--- config.mk ---
export PLATFORM = sky130hd
export DESIGN_NAME = tensor_slice_view_descriptor
export DESIGN_NICKNAME = d
export VERILOG_FILES = /design/src/tsv_pkg.sv /design/src/tsv_front.sv /design/src/tsv_queue.sv /design/src/tsv_back.sv /design/src/tensor_slice_view_descriptor.sv
export SDC_FILE = /design/constraint.sdc
export NUM_CORES = 2
export LEC_CHECK = 0
export BUFFER_PORTS_ARGS = -buffer_cell sky130_fd_sc_hd__buf_4
export CORE_MARGIN = 2
export CORE_UTILIZATION = 45
export DETAILED_ROUTE_END_ITERATION = 10
export HOLD_SLACK_MARGIN = 0.03
export PLACE_DENSITY = 0.72
export SKIP_CTS_REPAIR_TIMING = 1
export SYNTH_ARGS = -nofsm -noshare
export SYNTH_HDL_FRONTEND = slang
export SYNTH_SLANG_ARGS = --single-unit
--- constraint.sdc ---
create_clock -name clock -period 14 [get_ports clock]
set_input_delay 2.1 -clock clock [delete_from_list [all_inputs] [get_ports clock]]
set_output_delay 2.1 -clock clock [all_outputs]
set_load 0.02 [all_outputs]
--- src/tsv_pkg.sv ---
// Shared constants and codes of the tensor slice view descriptor.
`timescale 1ns / 1ps

package tsv_pkg;

   localparam int SIZE_BITS_DEF   = 32;
   localparam int STRIDE_BITS_DEF = 40;
   localparam int OFFSET_BITS_DEF = 48;

   // Entries of the queue between the classifier and the arithmetic unit.
   localparam int QUEUE_DEPTH = 2;

   typedef enum logic [2:0] {
      ERR_NONE      = 3'd0,
      ERR_ZERO_STEP = 3'd1,
      ERR_BOUNDS    = 3'd2,
      ERR_ORDER     = 3'd3,
      ERR_OVERFLOW  = 3'd4
   } err_code_type;

endpackage

--- src/tsv_front.sv ---
// Front end: accepts a dimension word, resolves slice defaults and wrapping, and classifies it.
`timescale 1ns / 1ps

module tsv_front #(
   parameter int SIZE_BITS   = tsv_pkg::SIZE_BITS_DEF,
   parameter int STRIDE_BITS = tsv_pkg::STRIDE_BITS_DEF,
   parameter int OFFSET_BITS = tsv_pkg::OFFSET_BITS_DEF,
   parameter type job_type   = logic
) (
   input  logic                   clock,
   input  logic                   reset,
   input  logic                   in_valid,
   output logic                   in_ready,
   input  logic                   first_dim,
   input  logic                   last_dim,
   input  logic [OFFSET_BITS-1:0] base_offset,
   input  logic [SIZE_BITS-1:0]   dim_size,
   input  logic [STRIDE_BITS-1:0] dim_stride,
   input  logic                   has_slice,
   input  logic                   start_given,
   input  logic [SIZE_BITS:0]     start_index,
   input  logic                   end_given,
   input  logic [SIZE_BITS:0]     end_index,
   input  logic                   step_given,
   input  logic [SIZE_BITS:0]     step_value,
   output job_type                job_out,
   output logic                   job_valid,
   input  logic                   job_ready
);
   import tsv_pkg::*;

   localparam int IB = SIZE_BITS + 1;
   localparam int CW = SIZE_BITS + 2;

   logic                   valid_ff, valid_in;
   logic                   first_ff, first_in;
   logic                   last_ff, last_in;
   logic                   pass_ff, pass_in;
   logic [OFFSET_BITS-1:0] base_ff, base_in;
   logic [SIZE_BITS-1:0]   dim_ff, dim_in;
   logic [STRIDE_BITS-1:0] stride_ff, stride_in;
   logic signed [CW-1:0]   start_ff, start_in;
   logic signed [CW-1:0]   end_ff, end_in;
   logic [IB-1:0]          step_ff, step_in;

   logic                   accept;
   logic signed [CW-1:0]   dim_in_s;
   logic signed [CW-1:0]   start_raw;
   logic signed [CW-1:0]   end_raw;
   logic [IB-1:0]          step_raw;

   logic signed [CW-1:0]   dim_s;
   logic                   step_neg;
   logic                   step_zero;
   logic                   out_bounds;
   logic                   bad_order;
   logic signed [CW-1:0]   diff_fwd;
   logic signed [CW-1:0]   diff_bwd;
   logic                   stride_neg;
   logic [STRIDE_BITS-1:0] stride_mag;
   logic [IB-1:0]          step_mag;

   assign in_ready  = !valid_ff || job_ready;
   assign accept    = in_valid && in_ready;
   assign job_valid = valid_ff;

   // Defaults are filled in and negative indices are wrapped as the word is taken.
   always_comb begin
      dim_in_s  = $signed({2'b00, dim_size});
      start_raw = start_given ? $signed({start_index[IB-1], start_index}) : '0;
      end_raw   = end_given ? $signed({end_index[IB-1], end_index}) : dim_in_s;
      step_raw  = step_given ? step_value : {{(IB-1){1'b0}}, 1'b1};

      valid_in  = accept ? 1'b1 : (job_ready ? 1'b0 : valid_ff);
      first_in  = accept ? first_dim : first_ff;
      last_in   = accept ? last_dim : last_ff;
      pass_in   = accept ? !has_slice : pass_ff;
      base_in   = accept ? base_offset : base_ff;
      dim_in    = accept ? dim_size : dim_ff;
      stride_in = accept ? dim_stride : stride_ff;
      step_in   = accept ? step_raw : step_ff;
      start_in  = start_ff;
      end_in    = end_ff;
      if (accept) begin
         start_in = start_raw[CW-1] ? start_raw + dim_in_s : start_raw;
         end_in   = end_raw[CW-1] ? end_raw + dim_in_s : end_raw;
      end
   end

   always_ff @(posedge clock) begin
      if (reset) begin
         valid_ff <= 1'b0;
      end else begin
         valid_ff <= valid_in;
      end
   end

   always_ff @(posedge clock) begin
      first_ff  <= first_in;
      last_ff   <= last_in;
      pass_ff   <= pass_in;
      base_ff   <= base_in;
      dim_ff    <= dim_in;
      stride_ff <= stride_in;
      start_ff  <= start_in;
      end_ff    <= end_in;
      step_ff   <= step_in;
   end

   // Classification of the held word.
   always_comb begin
      dim_s      = $signed({2'b00, dim_ff});
      step_neg   = step_ff[IB-1];
      step_zero  = (step_ff == '0);
      out_bounds = start_ff[CW-1] || (start_ff > dim_s) || end_ff[CW-1] || (end_ff > dim_s);
      bad_order  = !step_neg && (start_ff > end_ff);
      diff_fwd   = end_ff - start_ff;
      diff_bwd   = start_ff - end_ff;
      stride_neg = stride_ff[STRIDE_BITS-1];
      stride_mag = stride_neg ? (~stride_ff + 1'b1) : stride_ff;
      step_mag   = step_neg ? (~step_ff + 1'b1) : step_ff;

      job_out.first = first_ff;
      job_out.last  = last_ff;
      job_out.base  = base_ff;
      job_out.sneg  = stride_neg;
      job_out.smag  = stride_mag;

      if (pass_ff) begin
         // An unsliced dimension runs as a step of one from index zero over the full size.
         job_out.err     = ERR_NONE;
         job_out.pneg    = stride_neg;
         job_out.stepmag = {{(IB-1){1'b0}}, 1'b1};
         job_out.st      = '0;
         job_out.span    = dim_ff;
      end else begin
         if (step_zero) begin
            job_out.err = ERR_ZERO_STEP;
         end else if (out_bounds) begin
            job_out.err = ERR_BOUNDS;
         end else if (bad_order) begin
            job_out.err = ERR_ORDER;
         end else begin
            job_out.err = ERR_NONE;
         end
         job_out.pneg    = stride_neg ^ step_neg;
         job_out.stepmag = step_mag;
         job_out.st      = start_ff[SIZE_BITS-1:0];
         if (step_neg) begin
            job_out.span = (start_ff > end_ff) ? diff_bwd[SIZE_BITS-1:0] : '0;
         end else begin
            job_out.span = (start_ff < end_ff) ? diff_fwd[SIZE_BITS-1:0] : '0;
         end
      end
   end

endmodule

--- src/tsv_queue.sv ---
// Short queue of classified dimensions between the front end and the arithmetic unit.
`timescale 1ns / 1ps

module tsv_queue #(
   parameter type job_type = logic
) (
   input  logic    clock,
   input  logic    reset,
   input  logic    in_valid,
   output logic    in_ready,
   input  job_type in_job,
   output logic    out_valid,
   input  logic    out_ready,
   output job_type out_job
);
   import tsv_pkg::*;

   localparam int PTR_W = (QUEUE_DEPTH > 1) ? $clog2(QUEUE_DEPTH) : 1;
   localparam int CNT_W = $clog2(QUEUE_DEPTH + 1);

   job_type            slot_ff [QUEUE_DEPTH];
   logic [PTR_W-1:0]   wr_ptr_ff, wr_ptr_in;
   logic [PTR_W-1:0]   rd_ptr_ff, rd_ptr_in;
   logic [CNT_W-1:0]   count_ff, count_in;
   logic               push;
   logic               pop;

   assign in_ready  = (count_ff != CNT_W'(QUEUE_DEPTH));
   assign out_valid = (count_ff != '0);
   assign out_job   = slot_ff[rd_ptr_ff];
   assign push      = in_valid && in_ready;
   assign pop       = out_valid && out_ready;

   always_comb begin
      wr_ptr_in = wr_ptr_ff;
      rd_ptr_in = rd_ptr_ff;
      count_in  = count_ff;
      if (push) begin
         wr_ptr_in = (wr_ptr_ff == PTR_W'(QUEUE_DEPTH - 1)) ? '0 : wr_ptr_ff + 1'b1;
      end
      if (pop) begin
         rd_ptr_in = (rd_ptr_ff == PTR_W'(QUEUE_DEPTH - 1)) ? '0 : rd_ptr_ff + 1'b1;
      end
      if (push && !pop) begin
         count_in = count_ff + 1'b1;
      end else if (pop && !push) begin
         count_in = count_ff - 1'b1;
      end
   end

   always_ff @(posedge clock) begin
      if (reset) begin
         wr_ptr_ff <= '0;
         rd_ptr_ff <= '0;
         count_ff  <= '0;
      end else begin
         wr_ptr_ff <= wr_ptr_in;
         rd_ptr_ff <= rd_ptr_in;
         count_ff  <= count_in;
      end
   end

   always_ff @(posedge clock) begin
      if (push) begin
         slot_ff[wr_ptr_ff] <= in_job;
      end
   end

endmodule

--- src/tsv_back.sv ---
// Back end: serial multiply with overflow checks, serial ceiling divide, and the view offset.
`timescale 1ns / 1ps

module tsv_back #(
   parameter int SIZE_BITS   = tsv_pkg::SIZE_BITS_DEF,
   parameter int STRIDE_BITS = tsv_pkg::STRIDE_BITS_DEF,
   parameter int OFFSET_BITS = tsv_pkg::OFFSET_BITS_DEF,
   parameter type job_type   = logic
) (
   input  logic                    clock,
   input  logic                    reset,
   input  job_type                 job_in,
   input  logic                    job_valid,
   output logic                    job_ready,
   output logic                    rsp_valid,
   input  logic                    rsp_ready,
   output logic [SIZE_BITS-1:0]    new_size,
   output logic [STRIDE_BITS-1:0]  view_stride,
   output logic [OFFSET_BITS-1:0]  view_offset,
   output tsv_pkg::err_code_type   error_code,
   output logic                    view_failed,
   output logic                    is_last
);
   import tsv_pkg::*;

   localparam int IB    = SIZE_BITS + 1;
   localparam int CNT_W = $clog2(IB);
   localparam int WIDE  = (OFFSET_BITS > STRIDE_BITS) ? OFFSET_BITS : STRIDE_BITS;
   localparam int DW    = WIDE + 2;

   typedef enum logic [2:0] {
      ST_IDLE = 3'b001,
      ST_RUN  = 3'b010,
      ST_FIN  = 3'b100
   } state_type;

   state_type              state_ff, state_in;
   job_type                job_ff, job_reg_in;
   logic [CNT_W-1:0]       cnt_ff, cnt_in;
   logic [IB-1:0]          pbits_ff, pbits_in;
   logic [IB-1:0]          dbits_ff, dbits_in;
   logic [STRIDE_BITS:0]   pacc_ff, pacc_in;
   logic [DW-1:0]          dacc_ff, dacc_in;
   logic                   povf_ff, povf_in;
   logic                   dovf_ff, dovf_in;
   logic [IB-1:0]          num_ff, num_in;
   logic [SIZE_BITS-1:0]   rem_ff, rem_in;
   logic [IB-1:0]          quo_ff, quo_in;
   logic [STRIDE_BITS-1:0] lim_ff, lim_in;
   logic [OFFSET_BITS-1:0] room_ff, room_in;
   logic [OFFSET_BITS-1:0] offset_ff, offset_in;
   logic                   seen_ff, seen_in;

   logic                   out_valid_ff, out_valid_in;
   logic [SIZE_BITS-1:0]   out_size_ff, out_size_in;
   logic [STRIDE_BITS-1:0] out_stride_ff, out_stride_in;
   logic [OFFSET_BITS-1:0] out_offset_ff, out_offset_in;
   err_code_type           out_err_ff, out_err_in;
   logic                   out_failed_ff, out_failed_in;
   logic                   out_last_ff, out_last_in;

   logic                   out_free;
   logic [OFFSET_BITS-1:0] off_cur;
   logic [STRIDE_BITS:0]   pacc_step;
   logic [DW-1:0]          dacc_step;
   logic [IB-1:0]          div_trial;
   logic                   div_ge;
   err_code_type           err_final;
   logic                   fin_ok;
   logic [SIZE_BITS-1:0]   len;
   logic [STRIDE_BITS-1:0] prod_mag;
   logic [STRIDE_BITS-1:0] stride_res;
   logic [OFFSET_BITS-1:0] delta;
   logic [OFFSET_BITS-1:0] offset_res;

   assign job_ready   = (state_ff == ST_IDLE);
   assign out_free    = !out_valid_ff || rsp_ready;
   assign rsp_valid   = out_valid_ff;
   assign new_size    = out_size_ff;
   assign view_stride = out_stride_ff;
   assign view_offset = out_offset_ff;
   assign error_code  = out_err_ff;
   assign view_failed = out_failed_ff;
   assign is_last     = out_last_ff;

   always_comb begin
      off_cur = job_in.first ? job_in.base : offset_ff;

      // Shift-and-add step: both products grow by one multiplier bit, MSB first.
      // Each stays monotonic, so once it passes its limit the overflow flag is final.
      pacc_step = {pacc_ff[STRIDE_BITS-1:0], 1'b0}
                + (pbits_ff[IB-1] ? {1'b0, job_ff.smag} : '0);
      dacc_step = {dacc_ff[DW-2:0], 1'b0}
                + (dbits_ff[IB-1] ? {{(DW-STRIDE_BITS){1'b0}}, job_ff.smag} : '0);

      // Restoring divide step; the remainder always stays below the divisor.
      div_trial = {rem_ff, num_ff[IB-1]};
      div_ge    = (div_trial >= job_ff.stepmag);

      if (job_ff.err != ERR_NONE) begin
         err_final = job_ff.err;
      end else if (povf_ff || dovf_ff) begin
         err_final = ERR_OVERFLOW;
      end else begin
         err_final = ERR_NONE;
      end
      fin_ok     = (err_final == ERR_NONE);
      len        = quo_ff[SIZE_BITS-1:0] + SIZE_BITS'(rem_ff != '0);
      prod_mag   = pacc_ff[STRIDE_BITS-1:0];
      stride_res = job_ff.pneg ? (~prod_mag + 1'b1) : prod_mag;
      delta      = dacc_ff[OFFSET_BITS-1:0];
      offset_res = job_ff.sneg ? (offset_ff - delta) : (offset_ff + delta);

      state_in   = state_ff;
      job_reg_in = job_ff;
      cnt_in     = cnt_ff;
      pbits_in   = pbits_ff;
      dbits_in   = dbits_ff;
      pacc_in    = pacc_ff;
      dacc_in    = dacc_ff;
      povf_in    = povf_ff;
      dovf_in    = dovf_ff;
      num_in     = num_ff;
      rem_in     = rem_ff;
      quo_in     = quo_ff;
      lim_in     = lim_ff;
      room_in    = room_ff;
      offset_in  = offset_ff;
      seen_in    = seen_ff;

      out_valid_in  = rsp_ready ? 1'b0 : out_valid_ff;
      out_size_in   = out_size_ff;
      out_stride_in = out_stride_ff;
      out_offset_in = out_offset_ff;
      out_err_in    = out_err_ff;
      out_failed_in = out_failed_ff;
      out_last_in   = out_last_ff;

      case (state_ff)
         ST_IDLE: begin
            if (job_valid) begin
               job_reg_in = job_in;
               cnt_in     = CNT_W'(IB - 1);
               pbits_in   = job_in.stepmag;
               dbits_in   = {1'b0, job_in.st};
               pacc_in    = '0;
               dacc_in    = '0;
               povf_in    = 1'b0;
               dovf_in    = 1'b0;
               num_in     = {1'b0, job_in.span};
               rem_in     = '0;
               quo_in     = '0;
               lim_in     = job_in.pneg ? {1'b1, {(STRIDE_BITS-1){1'b0}}}
                                        : {1'b0, {(STRIDE_BITS-1){1'b1}}};
               // Headroom toward the end of the offset range that the stride's sign moves to.
               room_in    = job_in.sneg ? off_cur : ~off_cur;
               if (job_in.first) begin
                  offset_in = job_in.base;
                  seen_in   = 1'b0;
               end
               state_in   = (job_in.err != ERR_NONE) ? ST_FIN : ST_RUN;
            end
         end
         ST_RUN: begin
            pbits_in = {pbits_ff[IB-2:0], 1'b0};
            dbits_in = {dbits_ff[IB-2:0], 1'b0};
            pacc_in  = pacc_step;
            dacc_in  = dacc_step;
            povf_in  = povf_ff || (pacc_step > {1'b0, lim_ff});
            dovf_in  = dovf_ff || (dacc_step > {{(DW-OFFSET_BITS){1'b0}}, room_ff});
            num_in   = {num_ff[IB-2:0], 1'b0};
            rem_in   = div_ge ? SIZE_BITS'(div_trial - job_ff.stepmag)
                              : div_trial[SIZE_BITS-1:0];
            quo_in   = {quo_ff[IB-2:0], div_ge};
            if (cnt_ff == '0) begin
               state_in = ST_FIN;
            end else begin
               cnt_in = cnt_ff - 1'b1;
            end
         end
         ST_FIN: begin
            if (out_free) begin
               out_valid_in  = 1'b1;
               out_size_in   = fin_ok ? len : '0;
               out_stride_in = fin_ok ? stride_res : '0;
               out_offset_in = fin_ok ? offset_res : offset_ff;
               out_err_in    = err_final;
               out_failed_in = seen_ff || !fin_ok;
               out_last_in   = job_ff.last;
               if (fin_ok) begin
                  offset_in = offset_res;
               end
               seen_in  = seen_ff || !fin_ok;
               state_in = ST_IDLE;
            end
         end
         default: begin
            state_in = ST_IDLE;
         end
      endcase
   end

   always_ff @(posedge clock) begin
      if (reset) begin
         state_ff     <= ST_IDLE;
         cnt_ff       <= '0;
         offset_ff    <= '0;
         seen_ff      <= 1'b0;
         out_valid_ff <= 1'b0;
      end else begin
         state_ff     <= state_in;
         cnt_ff       <= cnt_in;
         offset_ff    <= offset_in;
         seen_ff      <= seen_in;
         out_valid_ff <= out_valid_in;
      end
   end

   always_ff @(posedge clock) begin
      job_ff        <= job_reg_in;
      pbits_ff      <= pbits_in;
      dbits_ff      <= dbits_in;
      pacc_ff       <= pacc_in;
      dacc_ff       <= dacc_in;
      povf_ff       <= povf_in;
      dovf_ff       <= dovf_in;
      num_ff        <= num_in;
      rem_ff        <= rem_in;
      quo_ff        <= quo_in;
      lim_ff        <= lim_in;
      room_ff       <= room_in;
      out_size_ff   <= out_size_in;
      out_stride_ff <= out_stride_in;
      out_offset_ff <= out_offset_in;
      out_err_ff    <= out_err_in;
      out_failed_ff <= out_failed_in;
      out_last_ff   <= out_last_in;
   end

endmodule

--- src/tensor_slice_view_descriptor.sv ---
// Top level of the tensor slice view descriptor: stream ports, front end, queue and back end.
`timescale 1ns / 1ps

// Takes one tensor dimension per word and returns its sliced size and stride together with the
// running base offset of the view; first_dim (tuser bit 0) reloads the offset and clears the
// sticky failure flag, and tlast marks the last dimension. A word is registered into the front
// end, which applies slice defaults, wraps negative indices and checks step, bounds and order;
// a two-word queue then feeds the back end. The back end loads a dimension, steps its two
// shift-and-add multipliers and its radix-2 divider once per bit of the multiplier, and then
// finishes, holding there until the output is free; it takes no new dimension until it has
// finished the last one. A dimension rejected by the front end's checks goes from load straight
// to finish. Unsliced dimensions go through the same arithmetic path with a step of one.
module tensor_slice_view_descriptor #(
   parameter int SIZE_BITS   = tsv_pkg::SIZE_BITS_DEF,
   parameter int STRIDE_BITS = tsv_pkg::STRIDE_BITS_DEF,
   parameter int OFFSET_BITS = tsv_pkg::OFFSET_BITS_DEF,
   localparam int REQ_BITS   = OFFSET_BITS + SIZE_BITS + STRIDE_BITS + 3 * (SIZE_BITS + 1),
   localparam int REQ_W      = ((REQ_BITS + 7) / 8) * 8,
   localparam int RSP_BITS   = SIZE_BITS + STRIDE_BITS + OFFSET_BITS + 4,
   localparam int RSP_W      = ((RSP_BITS + 7) / 8) * 8
) (
   input  logic             clock,
   input  logic             reset,
   input  logic             req_tvalid,
   output logic             req_tready,
   // base_offset, dim_size, dim_stride, start_index, end_index, step_value
   input  logic [REQ_W-1:0] req_tdata,
   // first_dim, has_slice, start_given, end_given, step_given
   input  logic [4:0]       req_tuser,
   input  logic             req_tlast,
   output logic             rsp_tvalid,
   input  logic             rsp_tready,
   // new_size, view_stride, view_offset, error_code, view_failed
   output logic [RSP_W-1:0] rsp_tdata,
   output logic             rsp_tlast
);
   import tsv_pkg::*;

   localparam int IB      = SIZE_BITS + 1;
   localparam int DIM_LO  = OFFSET_BITS;
   localparam int STR_LO  = DIM_LO + SIZE_BITS;
   localparam int SI_LO   = STR_LO + STRIDE_BITS;
   localparam int EI_LO   = SI_LO + IB;
   localparam int SV_LO   = EI_LO + IB;

   typedef struct packed {
      logic                   first;
      logic                   last;
      logic [OFFSET_BITS-1:0] base;
      err_code_type           err;
      logic                   sneg;
      logic                   pneg;
      logic [STRIDE_BITS-1:0] smag;
      logic [IB-1:0]          stepmag;
      logic [SIZE_BITS-1:0]   st;
      logic [SIZE_BITS-1:0]   span;
   } job_type;

   job_type                front_job;
   logic                   front_valid;
   logic                   front_ready;
   job_type                back_job;
   logic                   back_valid;
   logic                   back_ready;

   logic [SIZE_BITS-1:0]   new_size;
   logic [STRIDE_BITS-1:0] view_stride;
   logic [OFFSET_BITS-1:0] view_offset;
   err_code_type           error_code;
   logic                   view_failed;

   tsv_front #(
      .SIZE_BITS   (SIZE_BITS),
      .STRIDE_BITS (STRIDE_BITS),
      .OFFSET_BITS (OFFSET_BITS),
      .job_type    (job_type)
   ) u_front (
      .clock       (clock),
      .reset       (reset),
      .in_valid    (req_tvalid),
      .in_ready    (req_tready),
      .first_dim   (req_tuser[0]),
      .last_dim    (req_tlast),
      .base_offset (req_tdata[OFFSET_BITS-1:0]),
      .dim_size    (req_tdata[DIM_LO +: SIZE_BITS]),
      .dim_stride  (req_tdata[STR_LO +: STRIDE_BITS]),
      .has_slice   (req_tuser[1]),
      .start_given (req_tuser[2]),
      .start_index (req_tdata[SI_LO +: IB]),
      .end_given   (req_tuser[3]),
      .end_index   (req_tdata[EI_LO +: IB]),
      .step_given  (req_tuser[4]),
      .step_value  (req_tdata[SV_LO +: IB]),
      .job_out     (front_job),
      .job_valid   (front_valid),
      .job_ready   (front_ready)
   );

   tsv_queue #(
      .job_type (job_type)
   ) u_queue (
      .clock     (clock),
      .reset     (reset),
      .in_valid  (front_valid),
      .in_ready  (front_ready),
      .in_job    (front_job),
      .out_valid (back_valid),
      .out_ready (back_ready),
      .out_job   (back_job)
   );

   tsv_back #(
      .SIZE_BITS   (SIZE_BITS),
      .STRIDE_BITS (STRIDE_BITS),
      .OFFSET_BITS (OFFSET_BITS),
      .job_type    (job_type)
   ) u_back (
      .clock       (clock),
      .reset       (reset),
      .job_in      (back_job),
      .job_valid   (back_valid),
      .job_ready   (back_ready),
      .rsp_valid   (rsp_tvalid),
      .rsp_ready   (rsp_tready),
      .new_size    (new_size),
      .view_stride (view_stride),
      .view_offset (view_offset),
      .error_code  (error_code),
      .view_failed (view_failed),
      .is_last     (rsp_tlast)
   );

   assign rsp_tdata = RSP_W'({view_failed, error_code, view_offset, view_stride, new_size});

endmodule
==> impl_metrics.csv <==
group,metric,value,unit
clock_network,cts_buffer_depth,3,
clock_network,cts_tree,"built",
worst_setup_path,crit_path_end,"u_back.view_offset[38]",
route,drt-initial-drc-count,4128,
final_layout,final_common_cell,"edfxtp_1",
synthesis,ys_warn_count,0,
worst_setup_path,cpLargestDelayFamily,"simple AND/OR/NAND/NOR gates",
route,drtPass1Iterations,6,
sta,rsz0062_at_grt,"false",
worst_setup_path,critPathSlowestCell,"nor3b_1",
worst_setup_path,critPathMostFrequentCell,"o21ai_0",
worst_setup_path,worst-path-max-fanout,7,
placed_design,dp_slack,7.75,ns
synthesis,yosysSeqAreaShare,0.510,
sta,fin_ws,7.49,ns
sta,setup-tns-final,0,ns
sta,min_period_over_period,0.465,
floorplanning,fp.dieH,393,microns
placed_design,place_congestion,0.942,
placed_design,io_buffers,355,
synthesis,syn_area,68000,sq um
clock_network,path_clk_slew,0.07,ns
worst_setup_path,crit_chain,"nor4_1, nor4b_1, nand2_1, nor3b_1, a21oi_1, xnor2_1, ha_1, nand3_1, nor4b_1, and3_1, a32o_1, a31oi_1, o21ai_0, a31oi_1, o21ai_0, xnor2_1, o21ai_0",
final_layout,syn_to_final_growth,12.7,%
worst_setup_path,worst_setup_path_start_kind,"flip-flop",
min_path,hold_depth,0,
clock_network,clockRootBuffer,"clkbuf_16",
grt,grt_overflow,0,
worst_setup_path,critPathArrivalTime,6.98,ns
placed_design,dp.final_hpwl,132000,microns
synthesis,ys.flop_type,"edfxtp_1",
worst_setup_path,critPathBufInv,0,
worst_setup_path,setup.worst_path.end_class,"flip-flop",
synthesis,synth_edf_count,1112,
route,drt-wirelength-per-cell,20.6,microns
worst_setup_path,required,14.47,ns
floorplanning,core_area,150000,sq um
worst_setup_path,cp.depth,17,
sta,slew_violations,0,
clock_network,clock_latency,0.78,ns
sta,finalSetupViolCount,0,
run,maxCapViolations,0,
route,vias_per_cell,5.66,
grt,grtUsageTotal,0.226,
sta,period_needed,6.51,ns
floorplanning,ioPinCount,365,
worst_setup_path,r2r_end,"u_back.view_offset[38]",
worst_setup_path,reg2reg_slack,7.49,ns
synthesis,syn_area_per_cell,10.9,sq um
route,drt_wl_total,178000,microns
sta,slew_headroom,0.209,
synthesis,ys_ff_latch,1177,
synthesis,ys_types,82,
worst_setup_path,crit_start,"u_back.dacc_ff[4]",
route,dr_total_vias,48783,
worst_setup_path,r2r_cells,17,
min_path,hold_path.class,"reg2reg",
floorplanning,start_util,0.453,
final_layout,drive_gt1_frac,0.119,
worst_setup_path,reg2reg_from,"u_back.dacc_ff[4]",
sta,clock_skew,0.0456,ns
synthesis,synthCells,6231,
final_layout,mostFrequentLayoutCells,"edfxtp_1 (1112), nor2_1 (548), a21oi_1 (458), ha_1 (448), buf_4 (401)",
worst_setup_path,crit_type,"reg2reg",
clock_network,cts.sink_count,1177,
synthesis,synthArstFlopShare,0,
route,antenna_left,0,
run_status,status,"finished, final reports clean",
floorplanning,num_rows,142,
power_and_ir_drop,cellPowerDensity,198,nW/um^2
clock_network,cts_buffers,120,
worst_setup_path,max_stage_delay,0.72,ns
grt,antenna_found_initial,1,
route,drc,0,
power_and_ir_drop,p_leak,29.9,nW
power_and_ir_drop,max-vdd-ir-drop,154,uV
clock_network,htree_levels,3,
floorplanning,dieArea,154000,sq um
sta,worstMarginPinSlew,1.18,ns
grt,grt_pass1_vias,47792,
grt,grt_pass1_wl,272000,microns
sta,timing_hold_violations_final,0,
sta,clock.fmax,154,MHz
grt,grt_max_degree,111,
final_layout,nets,7189,
floorplanning,dieWidth,393,microns
==> kinds of logic (layout without fill, tap and decap cells) <==
logic type	after synthesis	in the layout	synth area share
AOI/OAI and AO/OA	1508	1508	0.142
xor gates and xnor gates	426	426	0.0549
adders and majority gates	456	456	0.0848
buffers and inverters	579	947	0.0324
DFF	1177	1177	0.510
muxes	309	309	0.0481
other	1	5	0.0000552
and+or+nand+nor	1775	1775	0.128
==> worst min path at each step <==
stage                             startpoint        endpoint
after floorplan           u_back.job_ff[190]  u_back.is_last
after global placement    u_back.job_ff[190]  u_back.is_last
after detailed placement  u_back.job_ff[190]  u_back.is_last
after CTS                 u_back.job_ff[190]  u_back.is_last
after global routing      u_back.job_ff[190]  u_back.is_last
final                     u_back.job_ff[190]  u_back.is_last
==> worst register-to-register path: stages, from the launching register on <==
cell and delay (ns):
edfxtp_1 0.49, nor4_1 0.51, nor4b_1 0.70, nand2_1 0.21, nor3b_1 0.72, a21oi_1 0.21
xnor2_1 0.24, ha_1 0.45, nand3_1 0.15, nor4b_1 0.50, and3_1 0.22, a32o_1 0.16
a31oi_1 0.08, o21ai_0 0.43, a31oi_1 0.25, o21ai_0 0.28, xnor2_1 0.13, o21ai_0 0.48
==> area by class of cell <==
type,count,area [sq um]
tap,2016,2520
inverter,321,1210
clock buffer,149,3140
timing repair buffer,401,3010
fill,13245,73400
multi-input combinational,4478,31200
sequential,1177,34700
antenna,1,2.50
clock inverter,76,810
==> cells in the mapped netlist (all sizes together) (65+ instances only) <==
master	n	share of area
nor3	70	0.0052
xnor2	273	0.035
nand2	402	0.022
a21o	209	0.023
clkbuf	220	0.012
mux2	142	0.024
and2	273	0.025
dfxtp	65	0.019
a21oi	459	0.034
inv	319	0.018
xor2	153	0.020
edfxtp	1112	0.49
mux2i	167	0.025
nor2	551	0.030
o21ai	334	0.025
nand3	84	0.0062
ha	448	0.082
nand4	83	0.0076
==> report_power, final <==
group          leakage, nW  switching (W)  internal, W
sequential            11.0       0.000558      0.00491
combinational         17.0        0.00400      0.00253
clock                 1.91        0.00139      0.00181
==> layer usage <==
metal	vias up	global-route usage	share of wire
met5	-	0	0
met4	0	0.0876	0.038
met3	330	0.0242	0.053
met2	1572	0.388	0.49
met1	23416	0.293	0.42
li1	23465	-	-
==> flip-flops by register name, summed over array words and instances, names as in the netlist, 6 cells and up, named ones only <==
register / cells
u_queue.slot_ff: 382
u_back.job_ff: 77
u_back.dacc_ff: 49
u_back.offset_ff: 48
u_back.room_ff: 48
u_back.view_offset: 48
u_front.base_ff: 48
u_back.pacc_ff: 40
u_back.view_stride: 40
u_front.stride_ff: 40
u_front.end_ff: 34
u_front.start_ff: 34
u_back.dbits_ff: 33
u_back.num_ff: 33
u_back.pbits_ff: 33
u_front.step_ff: 33
u_back.new_size: 32
u_back.quo_ff: 32
u_back.rem_ff: 32
u_front.dim_ff: 32
u_back.cnt_ff: 6
==> through the flow <==
step | total power (W) | util | instance area (sq um) | hold slack (ns) | std cells
after floorplan | 0.0103 | - | 68000 | 0.400 | 6234
after global placement | 0.0118 | 0.484 | 72600 | 0.407 | 8393
after detailed placement | 0.0120 | 0.484 | 72600 | 0.428 | 8393
after CTS | 0.0152 | 0.511 | 76600 | 0.408 | 8618
after global routing | 0.0162 | 0.511 | 76600 | 0.415 | 8618
final | 0.0152 | 0.511 | 76600 | 0.400 | 8619
Note: power is estimated with default switching activity, not from simulation.
